### config.mk
export PLATFORM = sky130hd
export DESIGN_NAME = volume_centroid_and_covariance_flat
export DESIGN_NICKNAME = d
export VERILOG_FILES = /design/src/rtl/core/vcc_pkg.sv /design/src/rtl/core/vcc_if.sv /design/src/rtl/core/vcc_div.sv /design/src/rtl/core/volume_centroid_and_covariance.sv /design/src/flat_wrapper.sv
export SDC_FILE = /design/constraint.sdc
export NUM_CORES = 2
export LEC_CHECK = 0
export BUFFER_PORTS_ARGS = -buffer_cell sky130_fd_sc_hd__buf_2
export CAP_MARGIN = 20
export CORE_MARGIN = 2
export CORE_UTILIZATION = 55
export CTS_CLUSTER_SIZE = 10
export DETAILED_ROUTE_END_ITERATION = 10
export PLACE_DENSITY = 0.82
export SLEW_MARGIN = 10
export SYNTH_ARGS = -nofsm -noshare
export SYNTH_HDL_FRONTEND = slang
export SYNTH_HIERARCHICAL = 1
export SYNTH_SLANG_ARGS = --single-unit
### constraint.sdc
create_clock -name clk -period 9.7 [get_ports clk]
set_clock_uncertainty 0.2 [all_clocks]
set_input_delay 0 -clock clk [delete_from_list [all_inputs] [get_ports clk]]
set_output_delay 0 -clock clk [all_outputs]
set_load 0.01 [all_outputs]
### src/rtl/core/vcc_pkg.sv
// Package with widths, register indexes and defaults of the volume moment block
package vcc_pkg;

	localparam int MAX_DIM_DEF = 1024;

	localparam int VOX_W  = 16;
	localparam int QTY_W  = 3;
	localparam int VAL_W  = 41;
	localparam int CNT_W  = 30;
	localparam int SUM1_W = 40;
	localparam int SUM2_W = 52;
	localparam int FRAC_W = 16;
	localparam int DVD_W  = SUM2_W + FRAC_W;
	localparam int STEP_W = $clog2(DVD_W + 1);

	localparam int APB_AW = 5;
	localparam int APB_DW = 32;
	localparam int SIZE_W = 11;
	localparam int CTR_W  = 10;

	typedef enum logic [2:0] {
		REG_MODE     = 3'd0,
		REG_X_SIZE   = 3'd1,
		REG_Y_SIZE   = 3'd2,
		REG_CENTER_X = 3'd3,
		REG_CENTER_Y = 3'd4,
		REG_CENTER_Z = 3'd5
	} reg_idx_t;

	localparam logic [QTY_W-1:0] QTY_CENTROID_LAST = 3'd2;
	localparam logic [QTY_W-1:0] QTY_COV_LAST      = 3'd5;

endpackage

### src/rtl/core/vcc_if.sv
// Stream interfaces for voxel transactions and result transactions
interface vcc_in_if;
	logic                       valid;
	logic                       ready;
	logic [vcc_pkg::VOX_W-1:0]  voxel_value;
	logic                       last_voxel;

	modport source (output valid, output voxel_value, output last_voxel, input ready);
	modport sink (input valid, input voxel_value, input last_voxel, output ready);
endinterface

interface vcc_out_if;
	logic                              valid;
	logic                              ready;
	logic [vcc_pkg::QTY_W-1:0]         quantity;
	logic signed [vcc_pkg::VAL_W-1:0]  moment_value;
	logic                              empty_volume;
	logic                              final_result;

	modport source (output valid, output quantity, output moment_value,
		output empty_volume, output final_result, input ready);
	modport sink (input valid, input quantity, input moment_value,
		input empty_volume, input final_result, output ready);
endinterface

### src/rtl/core/vcc_div.sv
// Restoring divider, one quotient bit per cycle
module vcc_div (
	input  logic                        clk,
	input  logic                        arst_n,
	input  logic                        start,
	input  logic [vcc_pkg::DVD_W-1:0]   dividend,
	input  logic [vcc_pkg::CNT_W-1:0]   divisor,
	output logic                        done,
	output logic [vcc_pkg::DVD_W-1:0]   quotient
);

	localparam int DW = vcc_pkg::DVD_W;
	localparam int NW = vcc_pkg::CNT_W;

	logic                          busy_q;
	logic                          done_q;
	logic [vcc_pkg::STEP_W-1:0]    step_q;
	logic [NW:0]                   rem_q;
	logic [DW-1:0]                 quo_q;
	logic [NW:0]                   shifted;
	logic [NW+1:0]                 diff;
	logic                          bit_d;

	always_comb begin
		shifted = {rem_q[NW-1:0], quo_q[DW-1]};
		diff    = {1'b0, shifted} - {2'b00, divisor};
		bit_d   = !diff[NW+1];
	end

	always_ff @(posedge clk or negedge arst_n) begin
		if (!arst_n) begin
			busy_q <= 1'b0;
			done_q <= 1'b0;
			step_q <= '0;
		end else begin
			done_q <= 1'b0;
			if (start) begin
				busy_q <= 1'b1;
				step_q <= '0;
			end else if (busy_q) begin
				step_q <= step_q + 1'b1;
				if (step_q == vcc_pkg::STEP_W'(DW - 1)) begin
					busy_q <= 1'b0;
					done_q <= 1'b1;
				end
			end
		end
	end

	always_ff @(posedge clk) begin
		if (start) begin
			rem_q <= '0;
			quo_q <= dividend;
		end else if (busy_q) begin
			rem_q <= bit_d ? diff[NW:0] : shifted;
			quo_q <= {quo_q[DW-2:0], bit_d};
		end
	end

	assign done     = done_q;
	assign quotient = quo_q;

endmodule

### src/rtl/core/volume_centroid_and_covariance.sv
// Top level of the volume centroid and covariance block
//
// Voxels arrive on vox, x fastest, then y, then z; results leave on res.
// A voxel transaction is taken when vox.valid and vox.ready are high. One
// shared multiplier and one accumulator adder handle the six second-order
// products, so a nonzero voxel holds the block in ST_MUL with vox.ready low
// meanwhile; a zero voxel leaves vox.ready high unless it is the last one.
// On the voxel marked last, a restoring divider (one bit per cycle, 68
// steps) produces each result: the first is loaded after ST_FIN, ST_DIVST
// and the division, each further one after another ST_DIVST and division;
// 3 results in centroid mode, 6 in covariance mode, and 1 flagged result,
// loaded via ST_FIN and ST_EMPTY, for an empty volume.
// Results sit in an output register; while res.ready is low the block
// finishes the next quotient and then waits. New voxels are taken as soon as
// the last result of a volume is loaded, even if it is still stalled.
// Configuration goes through the APB port (register i at byte address 4*i);
// write it only while idle, which the block does not enforce. Reset clears
// counters, sums, output valid; sets x_size, y_size to 1; no clearing pass.
module volume_centroid_and_covariance #(
	parameter int MAX_DIM = vcc_pkg::MAX_DIM_DEF
) (
	input  logic                         clk,
	input  logic                         arst_n,
	vcc_in_if.sink                       vox,
	vcc_out_if.source                    res,
	input  logic                         psel,
	input  logic                         penable,
	input  logic                         pwrite,
	input  logic [vcc_pkg::APB_AW-1:0]   paddr,
	input  logic [vcc_pkg::APB_DW-1:0]   pwdata,
	output logic [vcc_pkg::APB_DW-1:0]   prdata,
	output logic                         pready
);

	localparam int CW  = $clog2(MAX_DIM);
	localparam int DXW = ((CW > vcc_pkg::CTR_W) ? CW : vcc_pkg::CTR_W) + 1;
	localparam int SW  = ((CW + 1 > vcc_pkg::SIZE_W) ? CW + 1 : vcc_pkg::SIZE_W);
	localparam int PW  = 2 * DXW;
	localparam int S1W = vcc_pkg::SUM1_W;
	localparam int S2W = vcc_pkg::SUM2_W;
	localparam int NW  = vcc_pkg::CNT_W;
	localparam int VW  = vcc_pkg::VAL_W;

	typedef enum logic [6:0] {
		ST_IDLE  = 7'b0000001,
		ST_MUL   = 7'b0000010,
		ST_FIN   = 7'b0000100,
		ST_DIVST = 7'b0001000,
		ST_DIV   = 7'b0010000,
		ST_EMIT  = 7'b0100000,
		ST_EMPTY = 7'b1000000
	} state_t;

	state_t                     state_q;

	logic                       mode_q;
	logic [vcc_pkg::SIZE_W-1:0] x_size_q;
	logic [vcc_pkg::SIZE_W-1:0] y_size_q;
	logic [vcc_pkg::CTR_W-1:0]  cx_q;
	logic [vcc_pkg::CTR_W-1:0]  cy_q;
	logic [vcc_pkg::CTR_W-1:0]  cz_q;

	logic [CW-1:0]              x_cnt_q;
	logic [CW-1:0]              y_cnt_q;
	logic [CW-1:0]              z_cnt_q;
	logic [NW-1:0]              count_q;
	logic [S1W-1:0]             sum1_q [3];
	logic [S2W-1:0]             sum2_q [6];

	logic signed [DXW-1:0]      dx_q;
	logic signed [DXW-1:0]      dy_q;
	logic signed [DXW-1:0]      dz_q;
	logic                       last_q;
	logic [2:0]                 k_q;
	logic signed [PW-1:0]       prod_s1;
	logic [vcc_pkg::QTY_W-1:0]  r_q;
	logic                       neg_q;

	logic                       res_valid_q;
	logic [vcc_pkg::QTY_W-1:0]  res_qty_q;
	logic [VW-1:0]              res_val_q;
	logic                       res_empty_q;
	logic                       res_final_q;

	logic                       cfg_wr;
	logic                       vox_acc;
	logic                       vox_nz;
	logic                       slot_free;
	logic                       res_load;
	logic [SW-1:0]              xs;
	logic [SW-1:0]              ys;
	logic                       x_wrap;
	logic                       y_wrap;
	logic                       z_wrap;
	logic signed [DXW-1:0]      op_a;
	logic signed [DXW-1:0]      op_b;
	logic [2:0]                 idx;
	logic [S1W-1:0]             rd1;
	logic [S2W-1:0]             rd2;
	logic [S2W-1:0]             mag;
	logic [vcc_pkg::DVD_W-1:0]  dividend;
	logic                       div_start;
	logic                       div_done;
	logic [vcc_pkg::DVD_W-1:0]  div_quo;
	logic [VW-1:0]              quo_lo;
	logic [vcc_pkg::QTY_W-1:0]  r_last;
	logic                       is_final;

	assign pready    = 1'b1;
	assign cfg_wr    = psel && penable && pwrite;
	assign vox.ready = (state_q == ST_IDLE);
	assign vox_acc   = vox.valid && vox.ready;
	assign vox_nz    = (vox.voxel_value != '0);
	assign slot_free = !res_valid_q || res.ready;
	assign res_load  = ((state_q == ST_EMIT) || (state_q == ST_EMPTY)) && slot_free;

	always_ff @(posedge clk or negedge arst_n) begin
		if (!arst_n) begin
			mode_q   <= 1'b0;
			x_size_q <= vcc_pkg::SIZE_W'(1);
			y_size_q <= vcc_pkg::SIZE_W'(1);
			cx_q     <= '0;
			cy_q     <= '0;
			cz_q     <= '0;
		end else if (cfg_wr) begin
			case (paddr[vcc_pkg::APB_AW-1:2])
				vcc_pkg::REG_MODE:     mode_q   <= pwdata[0];
				vcc_pkg::REG_X_SIZE:   x_size_q <= pwdata[vcc_pkg::SIZE_W-1:0];
				vcc_pkg::REG_Y_SIZE:   y_size_q <= pwdata[vcc_pkg::SIZE_W-1:0];
				vcc_pkg::REG_CENTER_X: cx_q     <= pwdata[vcc_pkg::CTR_W-1:0];
				vcc_pkg::REG_CENTER_Y: cy_q     <= pwdata[vcc_pkg::CTR_W-1:0];
				vcc_pkg::REG_CENTER_Z: cz_q     <= pwdata[vcc_pkg::CTR_W-1:0];
				default: ;
			endcase
		end
	end

	always_comb begin
		case (paddr[vcc_pkg::APB_AW-1:2])
			vcc_pkg::REG_MODE:     prdata = vcc_pkg::APB_DW'(mode_q);
			vcc_pkg::REG_X_SIZE:   prdata = vcc_pkg::APB_DW'(x_size_q);
			vcc_pkg::REG_Y_SIZE:   prdata = vcc_pkg::APB_DW'(y_size_q);
			vcc_pkg::REG_CENTER_X: prdata = vcc_pkg::APB_DW'(cx_q);
			vcc_pkg::REG_CENTER_Y: prdata = vcc_pkg::APB_DW'(cy_q);
			vcc_pkg::REG_CENTER_Z: prdata = vcc_pkg::APB_DW'(cz_q);
			default:               prdata = '0;
		endcase
	end

	always_comb begin
		if (x_size_q == '0)
			xs = SW'(1);
		else if (SW'(x_size_q) > SW'(MAX_DIM))
			xs = SW'(MAX_DIM);
		else
			xs = SW'(x_size_q);
		if (y_size_q == '0)
			ys = SW'(1);
		else if (SW'(y_size_q) > SW'(MAX_DIM))
			ys = SW'(MAX_DIM);
		else
			ys = SW'(y_size_q);
		x_wrap = (SW'(x_cnt_q) + SW'(1)) >= xs;
		y_wrap = (SW'(y_cnt_q) + SW'(1)) >= ys;
		z_wrap = (SW'(z_cnt_q) + SW'(1)) >= SW'(MAX_DIM);
	end

	always_comb begin
		case (k_q)
			3'd0:    begin op_a = dx_q; op_b = dx_q; end
			3'd1:    begin op_a = dy_q; op_b = dy_q; end
			3'd2:    begin op_a = dz_q; op_b = dz_q; end
			3'd3:    begin op_a = dx_q; op_b = dy_q; end
			3'd4:    begin op_a = dx_q; op_b = dz_q; end
			default: begin op_a = dy_q; op_b = dz_q; end
		endcase
	end

	assign idx = (state_q == ST_MUL) ? (k_q - 3'd1) : r_q;
	assign rd1 = sum1_q[idx[1:0]];
	assign rd2 = sum2_q[idx];
	assign mag = rd2[S2W-1] ? (S2W'(0) - rd2) : rd2;

	always_comb begin
		if (mode_q)
			dividend = {mag, vcc_pkg::FRAC_W'(0)};
		else
			dividend = vcc_pkg::DVD_W'(rd1);
	end

	assign div_start = (state_q == ST_DIVST);
	assign quo_lo    = div_quo[VW-1:0];
	assign r_last    = mode_q ? vcc_pkg::QTY_COV_LAST : vcc_pkg::QTY_CENTROID_LAST;
	assign is_final  = (r_q == r_last);

	vcc_div u_div (
		.clk      (clk),
		.arst_n   (arst_n),
		.start    (div_start),
		.dividend (dividend),
		.divisor  (count_q),
		.done     (div_done),
		.quotient (div_quo)
	);

	always_ff @(posedge clk or negedge arst_n) begin
		if (!arst_n) begin
			state_q     <= ST_IDLE;
			x_cnt_q     <= '0;
			y_cnt_q     <= '0;
			z_cnt_q     <= '0;
			count_q     <= '0;
			sum1_q      <= '{default: '0};
			sum2_q      <= '{default: '0};
			k_q         <= '0;
			r_q         <= '0;
			last_q      <= 1'b0;
			res_valid_q <= 1'b0;
		end else begin
			if (res_valid_q && res.ready && !res_load)
				res_valid_q <= 1'b0;
			case (state_q)
				ST_IDLE: begin
					if (vox_acc) begin
						last_q <= vox.last_voxel;
						k_q    <= '0;
						if (vox_nz) begin
							if (count_q != '1)
								count_q <= count_q + 1'b1;
							sum1_q[0] <= sum1_q[0] + S1W'(x_cnt_q);
							sum1_q[1] <= sum1_q[1] + S1W'(y_cnt_q);
							sum1_q[2] <= sum1_q[2] + S1W'(z_cnt_q);
							state_q   <= ST_MUL;
						end else if (vox.last_voxel) begin
							state_q <= ST_FIN;
						end
						if (vox.last_voxel) begin
							x_cnt_q <= '0;
							y_cnt_q <= '0;
							z_cnt_q <= '0;
						end else if (!x_wrap) begin
							x_cnt_q <= x_cnt_q + 1'b1;
						end else begin
							x_cnt_q <= '0;
							if (!y_wrap) begin
								y_cnt_q <= y_cnt_q + 1'b1;
							end else begin
								y_cnt_q <= '0;
								z_cnt_q <= z_wrap ? '0 : z_cnt_q + 1'b1;
							end
						end
					end
				end
				ST_MUL: begin
					k_q <= k_q + 3'd1;
					if (k_q != 3'd0)
						sum2_q[idx] <= rd2 + {{(S2W-PW){prod_s1[PW-1]}}, prod_s1};
					if (k_q == 3'd6)
						state_q <= last_q ? ST_FIN : ST_IDLE;
				end
				ST_FIN: begin
					r_q     <= '0;
					state_q <= (count_q == '0) ? ST_EMPTY : ST_DIVST;
				end
				ST_DIVST: begin
					state_q <= ST_DIV;
				end
				ST_DIV: begin
					if (div_done)
						state_q <= ST_EMIT;
				end
				ST_EMIT: begin
					if (slot_free) begin
						res_valid_q <= 1'b1;
						if (is_final) begin
							count_q <= '0;
							sum1_q  <= '{default: '0};
							sum2_q  <= '{default: '0};
							state_q <= ST_IDLE;
						end else begin
							r_q     <= r_q + 1'b1;
							state_q <= ST_DIVST;
						end
					end
				end
				ST_EMPTY: begin
					if (slot_free) begin
						res_valid_q <= 1'b1;
						state_q     <= ST_IDLE;
					end
				end
				default: state_q <= ST_IDLE;
			endcase
		end
	end

	always_ff @(posedge clk) begin
		if (vox_acc) begin
			dx_q <= DXW'(x_cnt_q) - DXW'(cx_q);
			dy_q <= DXW'(y_cnt_q) - DXW'(cy_q);
			dz_q <= DXW'(z_cnt_q) - DXW'(cz_q);
		end
		if (state_q == ST_MUL)
			prod_s1 <= op_a * op_b;
		if (state_q == ST_DIVST)
			neg_q <= mode_q && rd2[S2W-1];
		if (state_q == ST_EMIT && slot_free) begin
			res_qty_q   <= r_q;
			res_val_q   <= neg_q ? (VW'(0) - quo_lo) : quo_lo;
			res_empty_q <= 1'b0;
			res_final_q <= is_final;
		end else if (state_q == ST_EMPTY && slot_free) begin
			res_qty_q   <= '0;
			res_val_q   <= '0;
			res_empty_q <= 1'b1;
			res_final_q <= 1'b1;
		end
	end

	assign res.valid        = res_valid_q;
	assign res.quantity     = res_qty_q;
	assign res.moment_value = res_val_q;
	assign res.empty_volume = res_empty_q;
	assign res.final_result = res_final_q;

endmodule

### src/flat_wrapper.sv
// flat-port wrapper written by rule: the top's interface ports become plain ports
module volume_centroid_and_covariance_flat 
#(
	parameter int MAX_DIM = vcc_pkg::MAX_DIM_DEF
)
  (clk, arst_n, psel, penable, pwrite, paddr, pwdata, prdata, pready, vox_valid, vox_voxel_value, vox_last_voxel, vox_ready, res_valid, res_quantity, res_moment_value, res_empty_volume, res_final_result, res_ready);
  vcc_in_if vox_i ();
  vcc_out_if res_i ();
  input  logic clk;
  input  logic arst_n;
  input  logic psel;
  input  logic penable;
  input  logic pwrite;
  input  logic [vcc_pkg::APB_AW-1:0] paddr;
  input  logic [vcc_pkg::APB_DW-1:0] pwdata;
  output logic [vcc_pkg::APB_DW-1:0] prdata;
  output logic pready;
  input wire logic [$bits(vox_i.valid)-1:0] vox_valid;
  input wire logic [$bits(vox_i.voxel_value)-1:0] vox_voxel_value;
  input wire logic [$bits(vox_i.last_voxel)-1:0] vox_last_voxel;
  output wire logic [$bits(vox_i.ready)-1:0] vox_ready;
  output wire logic [$bits(res_i.valid)-1:0] res_valid;
  output wire logic [$bits(res_i.quantity)-1:0] res_quantity;
  output wire logic [$bits(res_i.moment_value)-1:0] res_moment_value;
  output wire logic [$bits(res_i.empty_volume)-1:0] res_empty_volume;
  output wire logic [$bits(res_i.final_result)-1:0] res_final_result;
  input wire logic [$bits(res_i.ready)-1:0] res_ready;
  assign vox_i.valid = vox_valid;
  assign vox_i.voxel_value = vox_voxel_value;
  assign vox_i.last_voxel = vox_last_voxel;
  assign vox_ready = vox_i.ready;
  assign res_valid = res_i.valid;
  assign res_quantity = res_i.quantity;
  assign res_moment_value = res_i.moment_value;
  assign res_empty_volume = res_i.empty_volume;
  assign res_final_result = res_i.final_result;
  assign res_i.ready = res_ready;
  volume_centroid_and_covariance #(.MAX_DIM(MAX_DIM)) u_core (.clk(clk), .arst_n(arst_n), .vox(vox_i), .res(res_i), .psel(psel), .penable(penable), .pwrite(pwrite), .paddr(paddr), .pwdata(pwdata), .prdata(prdata), .pready(pready));
endmodule
==> reports/metrics.cfg <==
[worst_setup_path]
rr_worst_depth=18
crit_type=reg2reg
required_ps=10020
cp_data_arrival_time_ps=8700
startpoint=u_core/state_q[5]
cp-end-kind=flip-flop
cp_max_fo=31
reg2reg_slack_ps=1310
r2r-end=u_core/sum2_q[44]
r2r-start=u_core/state_q[5]
worst_setup_path_start_kind=flip-flop

[layout]
final_cell_mix=dfrtp_1 (564), nand2_1 (484), nor2_1 (436), inv_1 (357), a22o_1 (303)
final_nets=5780
fin_util=0.608
area_delta_synth_final_pct=9.87
final_common_cell=dfrtp_1
antenna_cells=0
final_layout_size_suffix_gt1_frac=0.0986

[sta]
hold_violations=0
rsz0062_at_grt=false
slew_viol_final=0
setup_tns_ps=0
fmax_ghz=0.119
worstMarginPinSlew_ps=1170
fin_crit_ps=8390
setup_viol=0
slew_headroom=0.217
finalCritPeriodShare=0.864

[synthesis]
synthesis.area_um2=50500
yosys.area.top_type=dfrtp_1
synth_edf_count=169
ys_async_sr_fraction=0.740
ys.warnings.count=6
ys_ff_latch=769
synth_top_area_frac=0.280
yosysUniqueCellTypes=102
synth_area_leaders=dfrtp_1 (28%), edfxtp_1 (10%), ha_1 (5.6%)
seq_area_frac_synth=0.394
synth_ff_type=dfrtp_1
synth_cells=5325
synth_area_per_cell_um2=9.49

[placed_design]
dp_hpwl_mm=107
portBuffers=96
gp_congestion=1.01

[floorplanning]
dieArea_um2=94300
coreArea_um2=91400
die_y_um=307
rows=111
die_w_um=307
initial_core_util=0.553
ios=142

[clocking]
ctsResizeCount=0
h-tree-depth=3
cts.sinks=769
tritoncts=built
cts_hold_buffers=48
numCtsBuffers=91
root_buffer=clkbuf_16
cts_buffer_depth=3
post-cts-setup-buffers=0
clk_pin_slew_worst_paths_ps=60
insertion_delay_ps=690

[global_routing]
grt_max_degree=176
grt_antenna_before_repair=1
grt_pass1_vias=42700
overflow=0
track_usage=0.323
grt_pass1_wl_mm=240

[detailed_routing]
avgViaCountPerCell=6.52
route.detailed.drc=0
wl_mm=154
vias=43100
drtIter0Drc=5259
dr.pass1.iters=7
ant_nets=0
wl_per_cell_um=23.3

[worst_hold_path]
hold_end=u_core/mode_q
hold_depth=4
min_path_type=in2reg
worstHoldStart=pwdata[0]

[flow_run]
max-cap-violations=0

[outcome]
status=finished, final reports clean

synth_stat cells (all sizes together), types with 15 or more instances:
cell / number
mux2: 138
o22ai: 23
nor3: 68
nand2: 486
o211a: 16
edfxtp: 169
a22o: 303
nor4: 33
a31oi: 32
o21a: 32
fa: 125
or2: 29
xor2: 145
or4: 20
nand2b: 47
mux2i: 59
ha: 225
a211oi: 62
nand3: 119
nor2: 441
o31ai: 30
or3: 56
inv: 359
a222oi: 17
and2: 28
clkbuf: 245
o21ai: 299
a21o: 81
buf: 66
dfxtp: 31
o211ai: 25
nor2b: 32
a21oi: 298
and3: 63
a21boi: 29
xnor2: 159
and4: 18
a22oi: 60
nand4: 68
dfrtp: 566
o41ai: 15
o2111ai: 15
per-stage QoR:
stage | cells | worst slack, ps | hold WS [ps] | instance area (um2)
CTS | 6608 | 1580 | 0.356 | 55500
floorplan | 5345 | 2600 | -496 | 50600
finish | 6612 | 1310 | 48.9 | 55500
global route | 6612 | 1060 | 78.7 | 55500
global placement | 6408 | 1730 | -152 | 52200
detailed placement | 6410 | 1610 | -141 | 52200
per-layer routing:
metal	wire, um	global-route usage
met1	58300	0.402
met2	70000	0.514
met3	15400	0.0813
met4	10100	0.186
met5	0	0
logic make-up (layout without fill, tap and decap cells):
family | Yosys count | count (layout) | share of synthesized area
adders and majority gates | 350 | 350 | 0.105
other | 2 | 22 | 0.000149
buffers and inverters | 674 | 755 | 0.0528
xor gates and xnor gates | 304 | 304 | 0.0527
DFF | 769 | 769 | 0.394
and+or+nand+nor | 1547 | 1547 | 0.145
muxes | 205 | 205 | 0.0460
AOI/OAI and AO/OA | 1474 | 1474 | 0.203
how the worst max path moves through the flow:
stage	cells past startpoint	to
floorplan	23	u_core/prod_s1[20]
global placement	23	u_core/prod_s1[19]
detailed placement	25	u_core/prod_s1[21]
CTS	25	u_core/prod_s1[21]
global route	23	u_core/prod_s1[21]
finish	18	u_core/sum2_q[44]
sequential cells by signal, summed over array words and instances, names as in the netlist, 11 cells and up:
| name | count |
|---|---|
| u_core/sum2_q | 312 |
| u_core/sum1_q | 120 |
| u_core/u_div/quotient | 68 |
| u_core/res.moment_value | 41 |
| u_core/count_q | 30 |
| u_core/u_div/rem_q | 30 |
| u_core/prod_s1 | 22 |
| u_core/dx_q | 11 |
| u_core/dy_q | 11 |
| u_core/dz_q | 11 |
| u_core/x_size_q | 11 |
| u_core/y_size_q | 11 |
area by class of cell:
cell class	count	area, um2
multi-input combinational	3902	28200
fill	7516	35800
sequential	769	19900
clock buffer	141	2630
clock inverter	9	128
timing repair buffer	242	1760
inverter	363	1360
tap	1186	1480
critical path, cell delays in order, from the launching register on:
cell and delay, ps:
dfrtp_1 510, or4b_1 570, buf_4 240, o21ai_4 620
nand2_4 460, mux2_1 450, a222oi_1 970, inv_1 210
fa_1 510, a211o_1 290, a21boi_0 220, o31ai_1 160
a22o_1 360, a21oi_1 450, a41oi_1 330, a311oi_1 760
o21ai_0 240, xnor2_1 440, o21ai_0 180
Power is left out: the tool's default activity adds up to more than one toggle a clock period on the data nets, which glitch-free logic cannot reach.
